### src/rtl/ldl_pkg.sv
// ----------------------------------------------------------------------------
// ldl_pkg
// shared widths, mode codes, controller commands and status for the
// layer ordered display list
// ----------------------------------------------------------------------------
package ldl_pkg;

   localparam int SLOTS_DEF = 512;

   localparam int MODE_W  = 3;
   localparam int TAG_W   = 32;
   localparam int LAYER_W = 16;
   localparam int SLOT_W  = 9;
   localparam int CNT_W   = 10;

   localparam logic [MODE_W-1:0] MODE_CLEAR   = 3'd0;
   localparam logic [MODE_W-1:0] MODE_INSERT  = 3'd1;
   localparam logic [MODE_W-1:0] MODE_REMOVE  = 3'd2;
   localparam logic [MODE_W-1:0] MODE_RELAYER = 3'd3;
   localparam logic [MODE_W-1:0] MODE_SORT    = 3'd4;
   localparam logic [MODE_W-1:0] MODE_READ    = 3'd5;

   localparam int OP_W = 5;
   localparam logic [OP_W-1:0] OP_NONE     = 5'd0;
   localparam logic [OP_W-1:0] OP_ACCEPT   = 5'd1;
   localparam logic [OP_W-1:0] OP_CLR_STEP = 5'd2;
   localparam logic [OP_W-1:0] OP_CLR_END  = 5'd3;
   localparam logic [OP_W-1:0] OP_INS_RD   = 5'd4;
   localparam logic [OP_W-1:0] OP_INS_TAKE = 5'd5;
   localparam logic [OP_W-1:0] OP_W_RD     = 5'd6;
   localparam logic [OP_W-1:0] OP_SPL_EV   = 5'd7;
   localparam logic [OP_W-1:0] OP_SPL_W1   = 5'd8;
   localparam logic [OP_W-1:0] OP_SPL_W2   = 5'd9;
   localparam logic [OP_W-1:0] OP_INS_FIN  = 5'd10;
   localparam logic [OP_W-1:0] OP_FND_EV   = 5'd11;
   localparam logic [OP_W-1:0] OP_RLY_W    = 5'd12;
   localparam logic [OP_W-1:0] OP_RM_W1    = 5'd13;
   localparam logic [OP_W-1:0] OP_RM_W2    = 5'd14;
   localparam logic [OP_W-1:0] OP_SRT_RD0  = 5'd15;
   localparam logic [OP_W-1:0] OP_SRT_INIT = 5'd16;
   localparam logic [OP_W-1:0] OP_SRT_RD   = 5'd17;
   localparam logic [OP_W-1:0] OP_SRT_EV   = 5'd18;
   localparam logic [OP_W-1:0] OP_SRT_ADV  = 5'd19;
   localparam logic [OP_W-1:0] OP_RD_RD    = 5'd20;
   localparam logic [OP_W-1:0] OP_RD_EV    = 5'd21;
   localparam logic [OP_W-1:0] OP_RD_OUT   = 5'd22;
   localparam logic [OP_W-1:0] OP_DONE     = 5'd23;

   typedef struct packed {
      logic [OP_W-1:0] op;
   } cmd_type;

   typedef struct packed {
      logic [MODE_W-1:0] mode;
      logic              free_ok;
      logic              head_ok;
      logic              w_go;
      logic              layer_le;
      logic              tag_hit;
      logic              s_go;
      logic              sort_less;
      logic              slot_ok;
      logic              clr_last;
   } status_type;

endpackage

### src/rtl/ldl_ctrl.sv
// ----------------------------------------------------------------------------
// ldl_ctrl
// sequencer for list walks, splices, clearing sweep and result handshake
// ----------------------------------------------------------------------------
module ldl_ctrl import ldl_pkg::*; (
   input  logic              clock,
   input  logic              reset,
   input  logic              req_valid,
   input  logic [MODE_W-1:0] req_mode,
   output logic              req_ready,
   output logic              rsp_valid,
   input  logic              rsp_ready,
   input  status_type        status,
   output cmd_type           cmd
);

   localparam logic [4:0] ST_IDLE     = 5'd0;
   localparam logic [4:0] ST_CLR      = 5'd1;
   localparam logic [4:0] ST_CLR_END  = 5'd2;
   localparam logic [4:0] ST_INS_RD   = 5'd3;
   localparam logic [4:0] ST_INS_TAKE = 5'd4;
   localparam logic [4:0] ST_SPL_RD   = 5'd5;
   localparam logic [4:0] ST_SPL_EV   = 5'd6;
   localparam logic [4:0] ST_SPL_W1   = 5'd7;
   localparam logic [4:0] ST_SPL_W2   = 5'd8;
   localparam logic [4:0] ST_INS_FIN  = 5'd9;
   localparam logic [4:0] ST_FND_RD   = 5'd10;
   localparam logic [4:0] ST_FND_EV   = 5'd11;
   localparam logic [4:0] ST_RLY_W    = 5'd12;
   localparam logic [4:0] ST_RM_W1    = 5'd13;
   localparam logic [4:0] ST_RM_W2    = 5'd14;
   localparam logic [4:0] ST_SRT_RD0  = 5'd15;
   localparam logic [4:0] ST_SRT_INIT = 5'd16;
   localparam logic [4:0] ST_SRT_RD   = 5'd17;
   localparam logic [4:0] ST_SRT_EV   = 5'd18;
   localparam logic [4:0] ST_SRT_ADV  = 5'd19;
   localparam logic [4:0] ST_RD_RD    = 5'd20;
   localparam logic [4:0] ST_RD_EV    = 5'd21;
   localparam logic [4:0] ST_DONE     = 5'd22;

   logic [4:0] state_ff, state_in;
   logic       rsp_valid_ff, rsp_valid_in;
   logic       clr_item_ff, clr_item_in;

   always_comb begin
      state_in     = state_ff;
      clr_item_in  = clr_item_ff;
      rsp_valid_in = rsp_valid_ff & ~rsp_ready;
      cmd.op       = OP_NONE;
      req_ready    = (state_ff == ST_IDLE);
      unique case (state_ff)
         ST_IDLE: begin
            if (req_valid) begin
               cmd.op = OP_ACCEPT;
               unique case (req_mode)
                  MODE_CLEAR: begin
                     state_in    = ST_CLR;
                     clr_item_in = 1'b1;
                  end
                  MODE_INSERT:  state_in = ST_INS_RD;
                  MODE_REMOVE:  state_in = ST_FND_RD;
                  MODE_RELAYER: state_in = ST_FND_RD;
                  MODE_SORT:    state_in = ST_SRT_RD0;
                  MODE_READ:    state_in = ST_RD_RD;
                  default:      state_in = ST_DONE;
               endcase
            end
         end
         ST_CLR: begin
            cmd.op = OP_CLR_STEP;
            if (status.clr_last) begin
               state_in = ST_CLR_END;
            end
         end
         ST_CLR_END: begin
            cmd.op   = OP_CLR_END;
            state_in = clr_item_ff ? ST_DONE : ST_IDLE;
         end
         ST_INS_RD: begin
            if (status.free_ok) begin
               cmd.op   = OP_INS_RD;
               state_in = ST_INS_TAKE;
            end else begin
               state_in = ST_DONE;
            end
         end
         ST_INS_TAKE: begin
            cmd.op   = OP_INS_TAKE;
            state_in = ST_SPL_RD;
         end
         ST_SPL_RD: begin
            if (status.w_go) begin
               cmd.op   = OP_W_RD;
               state_in = ST_SPL_EV;
            end else begin
               state_in = ST_SPL_W1;
            end
         end
         ST_SPL_EV: begin
            cmd.op   = OP_SPL_EV;
            state_in = status.layer_le ? ST_SPL_RD : ST_SPL_W1;
         end
         ST_SPL_W1: begin
            cmd.op   = OP_SPL_W1;
            state_in = ST_SPL_W2;
         end
         ST_SPL_W2: begin
            cmd.op   = OP_SPL_W2;
            state_in = (status.mode == MODE_INSERT) ? ST_INS_FIN : ST_SRT_ADV;
         end
         ST_INS_FIN: begin
            cmd.op   = OP_INS_FIN;
            state_in = ST_DONE;
         end
         ST_FND_RD: begin
            if (status.w_go) begin
               cmd.op   = OP_W_RD;
               state_in = ST_FND_EV;
            end else begin
               state_in = ST_DONE;
            end
         end
         ST_FND_EV: begin
            cmd.op = OP_FND_EV;
            if (!status.tag_hit) begin
               state_in = ST_FND_RD;
            end else if (status.mode == MODE_RELAYER) begin
               state_in = ST_RLY_W;
            end else begin
               state_in = ST_RM_W1;
            end
         end
         ST_RLY_W: begin
            cmd.op   = OP_RLY_W;
            state_in = ST_DONE;
         end
         ST_RM_W1: begin
            cmd.op   = OP_RM_W1;
            state_in = ST_RM_W2;
         end
         ST_RM_W2: begin
            cmd.op   = OP_RM_W2;
            state_in = ST_DONE;
         end
         ST_SRT_RD0: begin
            if (status.head_ok) begin
               cmd.op   = OP_SRT_RD0;
               state_in = ST_SRT_INIT;
            end else begin
               state_in = ST_DONE;
            end
         end
         ST_SRT_INIT: begin
            cmd.op   = OP_SRT_INIT;
            state_in = ST_SRT_RD;
         end
         ST_SRT_RD: begin
            if (status.s_go) begin
               cmd.op   = OP_SRT_RD;
               state_in = ST_SRT_EV;
            end else begin
               state_in = ST_DONE;
            end
         end
         ST_SRT_EV: begin
            // an out of order entry is unlinked here and spliced back in
            cmd.op   = OP_SRT_EV;
            state_in = status.sort_less ? ST_SPL_RD : ST_SRT_RD;
         end
         ST_SRT_ADV: begin
            cmd.op   = OP_SRT_ADV;
            state_in = ST_SRT_RD;
         end
         ST_RD_RD: begin
            if (status.slot_ok) begin
               cmd.op   = OP_RD_RD;
               state_in = ST_RD_EV;
            end else begin
               cmd.op   = OP_RD_OUT;
               state_in = ST_DONE;
            end
         end
         ST_RD_EV: begin
            cmd.op   = OP_RD_EV;
            state_in = ST_DONE;
         end
         ST_DONE: begin
            if (!rsp_valid_ff || rsp_ready) begin
               cmd.op       = OP_DONE;
               rsp_valid_in = 1'b1;
               clr_item_in  = 1'b0;
               state_in     = ST_IDLE;
            end
         end
         default: state_in = ST_IDLE;
      endcase
   end

   always_ff @(posedge clock) begin
      if (reset) begin
         state_ff     <= ST_CLR;
         rsp_valid_ff <= 1'b0;
         clr_item_ff  <= 1'b0;
      end else begin
         state_ff     <= state_in;
         rsp_valid_ff <= rsp_valid_in;
         clr_item_ff  <= clr_item_in;
      end
   end

   assign rsp_valid = rsp_valid_ff;

endmodule

### config.mk
export PLATFORM = sky130hd
export DESIGN_NAME = ldl_ctrl
export DESIGN_NICKNAME = d
export VERILOG_FILES = /design/src/rtl/ldl_pkg.sv /design/src/rtl/ldl_ctrl.sv
export SDC_FILE = /design/constraint.sdc
export NUM_CORES = 1
export LEC_CHECK = 0
export CORE_ASPECT_RATIO = 1.2
export CORE_MARGIN = 2
export CORE_UTILIZATION = 57
export DETAILED_ROUTE_END_ITERATION = 6
export DONT_BUFFER_PORTS = 1
export PLACE_DENSITY = 0.79
export SLEW_MARGIN = 20
export SYNTH_ARGS = -nofsm -noshare
export SYNTH_HDL_FRONTEND = slang
export SYNTH_SLANG_ARGS = --single-unit
### constraint.sdc
create_clock -name clock -period 1.8 [get_ports clock]
set_input_delay 0.18 -clock clock [delete_from_list [all_inputs] [get_ports clock]]
set_output_delay 0.18 -clock clock [all_outputs]
set_load 0.02 [all_outputs]
==> results of run 1 <==
==> cells in the mapped netlist, drive strengths merged, types with 4 or more instances <==
library cell	instances	area, um^2
buf	14	70.07
o21ai	14	70.06
nand2	15	56.30
nor2	9	33.78
a21oi	17	88.84
nor2b	6	37.54
inv	7	26.27
nor3	5	25.02
or3	8	60.06
and2	4	25.03
dfxtp	7	140.1
o22ai	4	25.02
nand2b	10	62.56
==> cells by family after synthesis <==
logic type | Yosys count
simple gates | 74
compound gates | 65
buf+inv | 21
flops | 7
xor+xnor | 2
mux | 1
==> final timing paths <==
| kind | start | end |
|---|---|---|
| max | state_ff[2]$_SDFFE_PP0P_ | req_ready |
| min | reset | state_ff[0]$_SDFFE_PP1P_ |
| max reg2reg | state_ff[2]$_SDFFE_PP0P_ | state_ff[4]$_SDFFE_PP0P_ |
| min reg2reg | clr_item_ff$_SDFFE_PP0P_ | clr_item_ff$_SDFFE_PP0P_ |
==> area by class of cell <==
cell class,count,share of cell area (%)
multi-input cells,142,63.92
repair buffers,37,20.57
flip-flops and latches,7,10.37
inverters,7,1.878
clock buffers,4,1.714
well taps,19,1.551
==> placed cells by master (no fill, tap or decap), types with 3 or more instances in the layout <==
cell / n
buf_6: 6
o21ai_0: 6
nand2_1: 14
and3b_1: 3
nand2b_1: 7
a21oi_1: 15
dfxtp_4: 5
a31oi_1: 3
clkbuf_4: 3
and2_1: 3
buf_4: 29
nand4_1: 3
o22ai_1: 3
o21ai_1: 8
nor3_1: 5
or3_1: 6
nand2b_4: 3
nor2_1: 7
a211oi_1: 3
nor2b_1: 3
inv_1: 4
==> metal layers <==
layer / wire (um) / vias to the layer above / share of wire [%] / track usage (%)
li1: - / 704 / - / -
met1: 1525 / 724 / 34 / 44.97
met2: 2164 / 149 / 48 / 64.49
met3: 505 / 42 / 11 / 4.483
met4: 320 / 0 / 7.1 / 23.23
met5: 0 / - / 0 / 0
==> state kept, by name, summed over array words and instances (netlist names) <==
| name | count |
|---|---|
| clr_item_ff | 1 |
| rsp_valid | 1 |
| state_ff | 5 |
==> worst max-delay path: cells and delay by family, from the launching register on <==
| family | cells | cell delay [ns] |
|---|---|---|
| simple gates | 2 | 0.83 |
| flops | 1 | 0.36 |
| buf+inv | 2 | 0.19 |
==> per-stage QoR <==
stage	total power [uW]	util, %	hold WS (ns)	setup WS (ns)	cell area [um^2]
4_1_cts	2573	75.25	0.03790	-0.02405	1393
3_5_place_dp	2347	71.47	0.2527	0.01959	1323
3_3_place_gp	2271	71.47	0.2505	0.07427	1323
6_report	2959	82.83	0.04094	-0.02212	1533
2_1_floorplan	1652	-	0.2491	0.03842	1139
5_1_grt	3110	82.83	0.05252	-0.04814	1533
==> timing repair <==
action	4_1_cts	5_1_grt
setup endpoints to repair	6	7
endpoints found under the hold margin	3	0
setup buffers	3	5
gates resized for setup	10	25
pin swaps	2	8
hold buffers	1	0
==> power by group <==
part | internal (uW) | total (uW) | switching [uW]
Combinational | 1160 | 2450 | 1290
Clock | 85.1 | 151 | 66.1
Sequential | 238 | 363 | 125
Total | 1480 | 2960 | 1480
==> flow_summary.yaml, run 1 <==
route:
  wl_um: 4515
  vias: 1619
  vias_per_cell: 7.495
  antenna_left: 0
  drtPass1Iterations: 5
  drc: 0
  drt_iter0_markers: 154
  wl_per_cell_um: 20.90
logic_synthesis:
  synth_mux_area_share_pct: 0.9945
  synth-xor-area-share_pct: 1.547
  synth_edf_count: 0
  syn-num-nets: 189
  synth_top_family_by_area: "compound AO/OA/AOI/OAI gates"
  synth_cells: 170
  synth-async-reset-ratio_pct: 0
  synth_warnings: 0
  synth_compound_area_share_pct: 38.90
  avgSynthCellArea_um2: 6.661
  synth_simple_gate_area_share_pct: 37.68
  yosysUniqueCellTypes: 52
  yosysSeqAreaShare_pct: 12.38
  mappedNetlistArea_um2: 1132
  synthFlopType: "dfxtp_1"
  postSynthRegisterBits: 7
  synth_fa_ha_area_share_pct: 0
placement:
  gp_congestion: 1.033
  hpwlAfterDp_um: 2944
  portBuffers: 0
  dp_cells: 204
clock_network:
  clkLatencyLatePin_ns: 0.26
  cts_made_buffers: 3
  cts-root-buf: "clkbuf_4"
  clock_sinks: 7
  cts_max_level: 1
  cts_tree: "yes"
  clk_pin_slew_ns: 0.05
  cts_buffer_depth: 2
final_layout:
  multi_input_area_um2: 979.7
  num-fill-cells: 111
  regArea_um2: 158.9
  syn_to_final_growth_pct: 35.36
  stdcell_count: 216
  antenna_cells: 0
  layout.nets: 217
  drive_above_1_share_pct: 34.01
floorplanning:
  ioPinCount: 26
  die_area_um2: 2360
  chipWidth_um: 44.69
  row_count: 17
  start_util_pct: 61.19
  dieHeight_um: 52.83
  placeableCoreArea_um2: 1851
setup_path:
  required_ns: 1.62
  crit_path_top_delay_cell: "or3_4"
  arrival_ns: 1.64
  crit_chain: "or3_4 > or3_4 > inv_4 > buf_6"
  critPathCaptureType: "output pin"
  rr_worst_depth: 5
  r2r_slack_ns: 0.01
  crit_path_max_fanout: 4
  start_kind: "register"
  criticalPathCategory: "register to output pin"
  cp_common_cell: "or3_4"
  slowest_delay_ns: 0.42
sta:
  fin_crit_ns: 1.822
  fmax_mhz: 548.8
  finalCritPeriodShare_pct: 101.2
  hold_viol_final: 0
  fin_tns_setup_ns: -0.03414
  finalWorstSetupSlack_ns: -0.02212
  worst_pin_slew_ns: 0.4453
  rsz0062_at_grt: "true"
  fin_skew_ns: 0.002538
  relSlewSlack_pct: 70.04
  maxSlewViolCount: 0
  setup-violations-final: 2
run:
  cap_violations: 0
pwr:
  p_leak_uw: 0.0006011
  peakVddDrop_mv: 1.384
  p_per_area_nw_per_um2: 1931
grt:
  grt_pass1_wl_um: 6658
  overflow: 0
  grt_pass1_vias: 1488
  grt_usage_pct: 38.27
  grt_max_degree: 29
  antenna_found_initial: 0
hold_path:
  whs_path_depth: 2
  hold_path_class: "primary input to register"
run_status:
  status: "finished, violations left"
  violations: "setup timing"
Note: power is estimated with default switching activity, not from simulation.
==> inputs of run 2 (changes only) <==
--- a/config.mk
+++ b/config.mk
@@ -11,6 +11,7 @@
 export DETAILED_ROUTE_END_ITERATION = 6
 export DONT_BUFFER_PORTS = 1
 export PLACE_DENSITY = 0.79
+export RECOVER_POWER = 100
 export SLEW_MARGIN = 20
 export SYNTH_ARGS = -nofsm -noshare
 export SYNTH_HDL_FRONTEND = slang
==> run 2 against run 1 <==
Effect of this change:
- the flow still finishes with violations (setup timing)
- final cell count stayed put
- core utilization is 0.20 points lower
- sequential power hardly changed
- register-to-register slack hardly changed
- first-iteration DRC count is 8.4% lower
- die area stayed put
- hold slack better by 0.0020 ns
- cell area is 0.24% lower
==> flow_summary.yaml, run 2 (synthesis results as in run 1) <==
run_status:
  status: "finished, violations left"
  violations: "setup timing"
final_layout:
  regArea_um2: 158.9
  multi_input_area_um2: 979.7
  drive_above_1_share_pct: 33.50
  layout.nets: 217
  largest_register_ffs: 5
  syn_to_final_growth_pct: 35.03
  mostFrequentLayoutCells: "buf_4, a21oi_1, nand2_1, o21ai_1"
  finalInstanceArea_um2: 1529
  top_register: "state_ff"
  num-fill-cells: 111
  final_common_cell: "buf_4"
  antenna_cells: 0
setup_path:
  criticalPathCategory: "register to output pin"
  slowest_delay_ns: 0.42
  arrival_ns: 1.64
  start_kind: "register"
  cp_common_cell: "or3_4"
  crit_path_top_delay_cell: "or3_4"
  crit_path_max_fanout: 4
  crit_chain: "or3_4 > or3_4 > inv_4 > buf_6"
  required_ns: 1.62
  critPathCaptureType: "output pin"
  rr_worst_depth: 5
  rr_startpoint: "state_ff[2]$_SDFFE_PP0P_"
  r2r_slack_ns: 0.02
  r2r_end: "state_ff[4]$_SDFFE_PP0P_"
run:
  cap_violations: 0
pwr:
  p_clk_share_pct: 5.1
  seqPwrFrac_pct: 12.3
  power_frac_comb_pct: 82.6
  p_per_area_nw_per_um2: 1932
  p_leak_uw: 0.0005968
  power.internal_uw: 1479
  p_sw_uw: 1475
  p_sw_share_pct: 49.93
  peakVddDrop_mv: 1.374
clock_network:
  cts_max_level: 1
  clkLatencyLatePin_ns: 0.26
  cts_buffer_depth: 2
  cts_tree: "yes"
  clk_pin_slew_ns: 0.06
  cts_made_buffers: 3
  cts-root-buf: "clkbuf_4"
  clock_sinks: 7
route:
  antenna_left: 0
  vias: 1594
  wl_per_cell_um: 20.83
  drt_iter0_markers: 141
  drtPass1Iterations: 5
  vias_per_cell: 7.380
  drc: 0
  wl_um: 4499
grt:
  grt_pass1_vias: 1488
  grt_pass1_wl_um: 6658
  grt_usage_pct: 38.27
  overflow: 0
  grt_max_degree: 29
  antenna_found_initial: 0
floorplanning:
  row_count: 17
  ioPinCount: 26
  die_area_um2: 2360
  chipWidth_um: 44.69
  placeableCoreArea_um2: 1851
  dieHeight_um: 52.83
  start_util_pct: 61.19
sta:
  worst_pin_slew_ns: 0.4906
  maxSlewViolCount: 0
  fin_tns_setup_ns: -0.02703
  hold_viol_final: 0
  fin_skew_ns: 0.004645
  relSlewSlack_pct: 66.99
  finalCritPeriodShare_pct: 101.0
  fmax_mhz: 549.8
  setup-violations-final: 2
  fin_crit_ns: 1.819
  rsz0062_at_grt: "true"
  finalWorstSetupSlack_ns: -0.01869
hold_path:
  worstHoldEndpoint: "state_ff[0]$_SDFFE_PP1P_"
  hp-start: "reset"
  whs_path_depth: 2
  hold_path_class: "primary input to register"
placement:
  dpl_cell_area_um2: 1323
  gp_congestion: 1.033
  hpwlAfterDp_um: 2944
  portBuffers: 0
[run 2: cell types whose count changed in the layout (fill, tap and decap cells not counted)]
cell / previous run / this run
clkbuf_1: 1 / 2
buf_4: 29 / 28
[run 2: final cells by class]
class                   instances  share of cell area (%)
clock buffers                   4                   1.718
multi-input cells             142                   64.08
well taps                      19                   1.555
inverters                       7                   1.882
repair buffers                 37                   20.38
flip-flops and latches          7                   10.39
[run 2: worst max-delay path: cells and delay by family, from the launching register on]
family        cells  cell delay (ns)
buf+inv           2             0.19
flops             1             0.36
simple gates      2             0.82
[run 2: timing repair]
action                                  4_1_cts  5_1_grt
pin swaps                                     2        8
gates resized for setup                      10       25
hold endpoints to repair                      3        0
buffers inserted                              3        5
hold buffers                                  1        0
cloned                                        0        0
endpoints found under the setup margin        6        7
[run 2: layer usage]
metal	vias to the layer above	global-route usage (%)	part of all wire [%]
li1	702	-	-
met1	704	44.97	32
met2	147	64.49	48
met3	41	4.483	12
met4	0	23.23	7.7
met5	-	0	0
[run 2: how the worst max path moves through the flow]
stage / from / end / slack [ns] / depth (start not counted)
after floorplan: state_ff[2]$_SDFFE_PP0P_ / cmd[3] / 0.04 / 4
after global placement: state_ff[4]$_SDFFE_PP0P_ / state_ff[2]$_SDFFE_PP0P_ / 0.07 / 5
after detailed placement: state_ff[4]$_SDFFE_PP0P_ / state_ff[4]$_SDFFE_PP0P_ / 0.02 / 5
after CTS: state_ff[4]$_SDFFE_PP0P_ / cmd[0] / -0.02 / 6
after global routing: state_ff[4]$_SDFFE_PP0P_ / req_ready / -0.05 / 4
final: state_ff[2]$_SDFFE_PP0P_ / req_ready / -0.02 / 4
[run 2: power by group through the flow]
stage / sequential [uW] / combinational, uW / clock, uW
final: 363 / 2440 / 151
after global routing: 364 / 2590 / 156
after CTS: 324 / 2100 / 149
after detailed placement: 324 / 2020 / 0
after global placement: 320 / 1950 / 0
after floorplan: 252 / 1400 / 0
[run 2: stage by stage]
stage	util [%]	instances	hold slack, ns	setup slack [ns]	power [uW]
2_1_floorplan	-	170	0.2491	0.03842	1652
3_3_place_gp	71.47	204	0.2505	0.07427	2271
3_5_place_dp	71.47	204	0.2527	0.01959	2347
4_1_cts	75.25	211	0.03790	-0.02405	2573
5_1_grt	82.62	216	0.05252	-0.04814	3110
6_report	82.62	216	0.04296	-0.01869	2954
==> inputs of run 3 (changes only) <==
--- a/config.mk
+++ b/config.mk
@@ -7,10 +7,10 @@
 export LEC_CHECK = 0
 export CORE_ASPECT_RATIO = 1.2
 export CORE_MARGIN = 2
-export CORE_UTILIZATION = 57
+export CORE_UTILIZATION = 40
 export DETAILED_ROUTE_END_ITERATION = 6
 export DONT_BUFFER_PORTS = 1
-export PLACE_DENSITY = 0.79
+export PLACE_DENSITY = 0.61
 export RECOVER_POWER = 100
 export SLEW_MARGIN = 20
 export SYNTH_ARGS = -nofsm -noshare
==> run 3 against run 2 <==
Effect of this change:
- the run now ends clean
- setup slack improved by 0.040 ns
- sequential share of layout area fell by 0.059 points
- power fell by 3.1%
- sequential power rose by 4%
- sequential cell count did not move
- first-iteration DRC count fell by 26%
- via count fell by 5.6%
- critical path depth rose by 4
- highest routed layer unchanged
==> flow_summary.yaml, run 3 (synthesis results as in run 1) <==
final_layout:
  largest_register_ffs: 5
  top_register: "state_ff"
  drive_above_1_share_pct: 31.86
  final_common_cell: "buf_4"
  mostFrequentLayoutCells: "buf_4, nand2_1, a21oi_1, nand2b_1"
  syn_to_final_growth_pct: 35.80
  layout.nets: 224
  antenna_cells: 0
  final_core_util_pct: 56.27
pwr:
  total_power_uw: 2864
  power.internal_uw: 1462
  p_sw_uw: 1402
  p_clk_share_pct: 4.7
  p_per_area_nw_per_um2: 1862
  peakVddDrop_mv: 0.9763
  power_frac_comb_pct: 82.2
  p_leak_uw: 0.0006071
  p_sw_share_pct: 48.95
  seqPwrFrac_pct: 13.2
grt:
  overflow: 0
  grtUsageMet2_pct: 41.88
  grt_max_degree: 13
  antenna_found_initial: 0
  top_usage_layer: "met2"
  use_met3_pct: 3.606
  grt_pass1_vias: 1415
  grt_pass1_wl_um: 6396
  grt_usage_pct: 24.98
  met1_usage_pct: 30.03
setup_path:
  required_ns: 1.62
  criticalPathCategory: "register to output pin"
  slowest_delay_ns: 0.37
  crit_buf_inv: 3
  crit_family: "buffers and inverters"
  start_kind: "register"
  crit_path_top_delay_cell: "dfxtp_4"
  critPathCaptureType: "output pin"
  crit_chain: "buf_6 > buf_4 > and2_4 > o21ai_2 > a21oi_1 > a21oi_1 > o22ai_1 > buf_4"
  crit_path_max_fanout: 6
  arrival_ns: 1.60
sta:
  rsz0062_at_grt: "true"
  finalCritPeriodShare_pct: 98.84
  setup-violations-final: 0
  worst_pin_slew_ns: 0.3481
  fin_crit_ns: 1.779
  fin_skew_ns: 0.001940
  finalWorstSetupSlack_ns: 0.02090
  maxSlewViolCount: 0
  hold_viol_final: 0
  fin_tns_setup_ns: 0
  fmax_mhz: 562.1
  relSlewSlack_pct: 76.58
route:
  wl_um: 4147
  wl_per_cell_um: 17.42
  vias: 1504
  drtPass1Iterations: 4
  antenna_left: 0
  drc: 0
  vias_per_cell: 6.319
  drt_iter0_markers: 104
floorplanning:
  die_area_um2: 3274
  dieHeight_um: 62.29
  placeableCoreArea_um2: 2733
  chipWidth_um: 52.57
  start_util_pct: 41.44
  row_count: 21
  ioPinCount: 26
clock_network:
  cts_tree: "yes"
  cts_buffer_depth: 2
  clock_sinks: 7
  cts-root-buf: "clkbuf_4"
  clkLatencyLatePin_ns: 0.24
  cts_max_level: 1
  clk_pin_slew_ns: 0.05
  cts_made_buffers: 3
placement:
  gp_congestion: 0.9452
  place_ws_ns: -0.01532
  portBuffers: 0
  hpwlAfterDp_um: 3103
hold_path:
  hold_path_class: "primary input to register"
run_status:
  status: "completed"
run:
  cap_violations: 0
## run 3: what timing repair did
item / in CTS / in global routing
buffers inserted: 2 / 3
setup endpoints to repair: 7 / 8
hold endpoints to repair: 1 / 1
hold buffers: 1 / 1
gates resized for setup: 11 / 17
gates cloned: 0 / 1
pin swaps: 0 / 5
## run 3: area by class of cell
cell class | count | area (um^2)
timing repair buffer | 44 | 347.8
fill | 259 | 1195
multi-input combinational | 142 | 933.4
clock buffer | 4 | 26.28
inverter | 7 | 28.78
sequential | 7 | 158.9
tap | 34 | 42.54
## run 3: final timing paths
kind,end,start,slack (ns),depth (start not counted)
setup / recovery,cmd[0],state_ff[4]$_SDFFE_PP0P_,0.02,8
hold reg to reg,clr_item_ff$_SDFFE_PP0P_,clr_item_ff$_SDFFE_PP0P_,0.53,2
hold / removal,rsp_valid$_SDFF_PP0_,reset,0.01,1
setup reg to reg,state_ff[2]$_SDFFE_PP0P_,state_ff[4]$_SDFFE_PP0P_,0.04,7
## run 3: per-layer routing
layer  routed length (um)  part of all wire, %  up-vias
li1                     -                    -      717
met1                 1594                   38      682
met3                  287                  6.9       25
met4                  182                  4.4        0
met2                 2081                   50       80
met5                    0                    0        -
## run 3: per-stage QoR
step                instances  instance area, um^2  hold WS (ns)
floorplan                 170                 1139        0.2491
global placement          226                 1381        0.2527
detailed placement        226                 1381        0.2586
CTS                       233                 1451      0.004487
global route              238                 1538     0.0004422
finish                    238                 1538      0.009781
## run 3: worst register-to-register path: cells and delay by family (launching register included)
kind                   cells  cell delay, ns
AOI/OAI and AO/OA          4            0.76
DFF                        1            0.37
buffers and inverters      2            0.33
and+or+nand+nor            1            0.17
## run 3: power groups by stage
stage / registers [uW] / clock network (uW) / logic, uW
2_1_floorplan: 252 / 0 / 1400
3_3_place_gp: 355 / 0 / 2070
5_1_grt: 383 / 151 / 2520
4_1_cts: 345 / 137 / 2160
6_report: 377 / 133 / 2350
3_5_place_dp: 346 / 0 / 2080
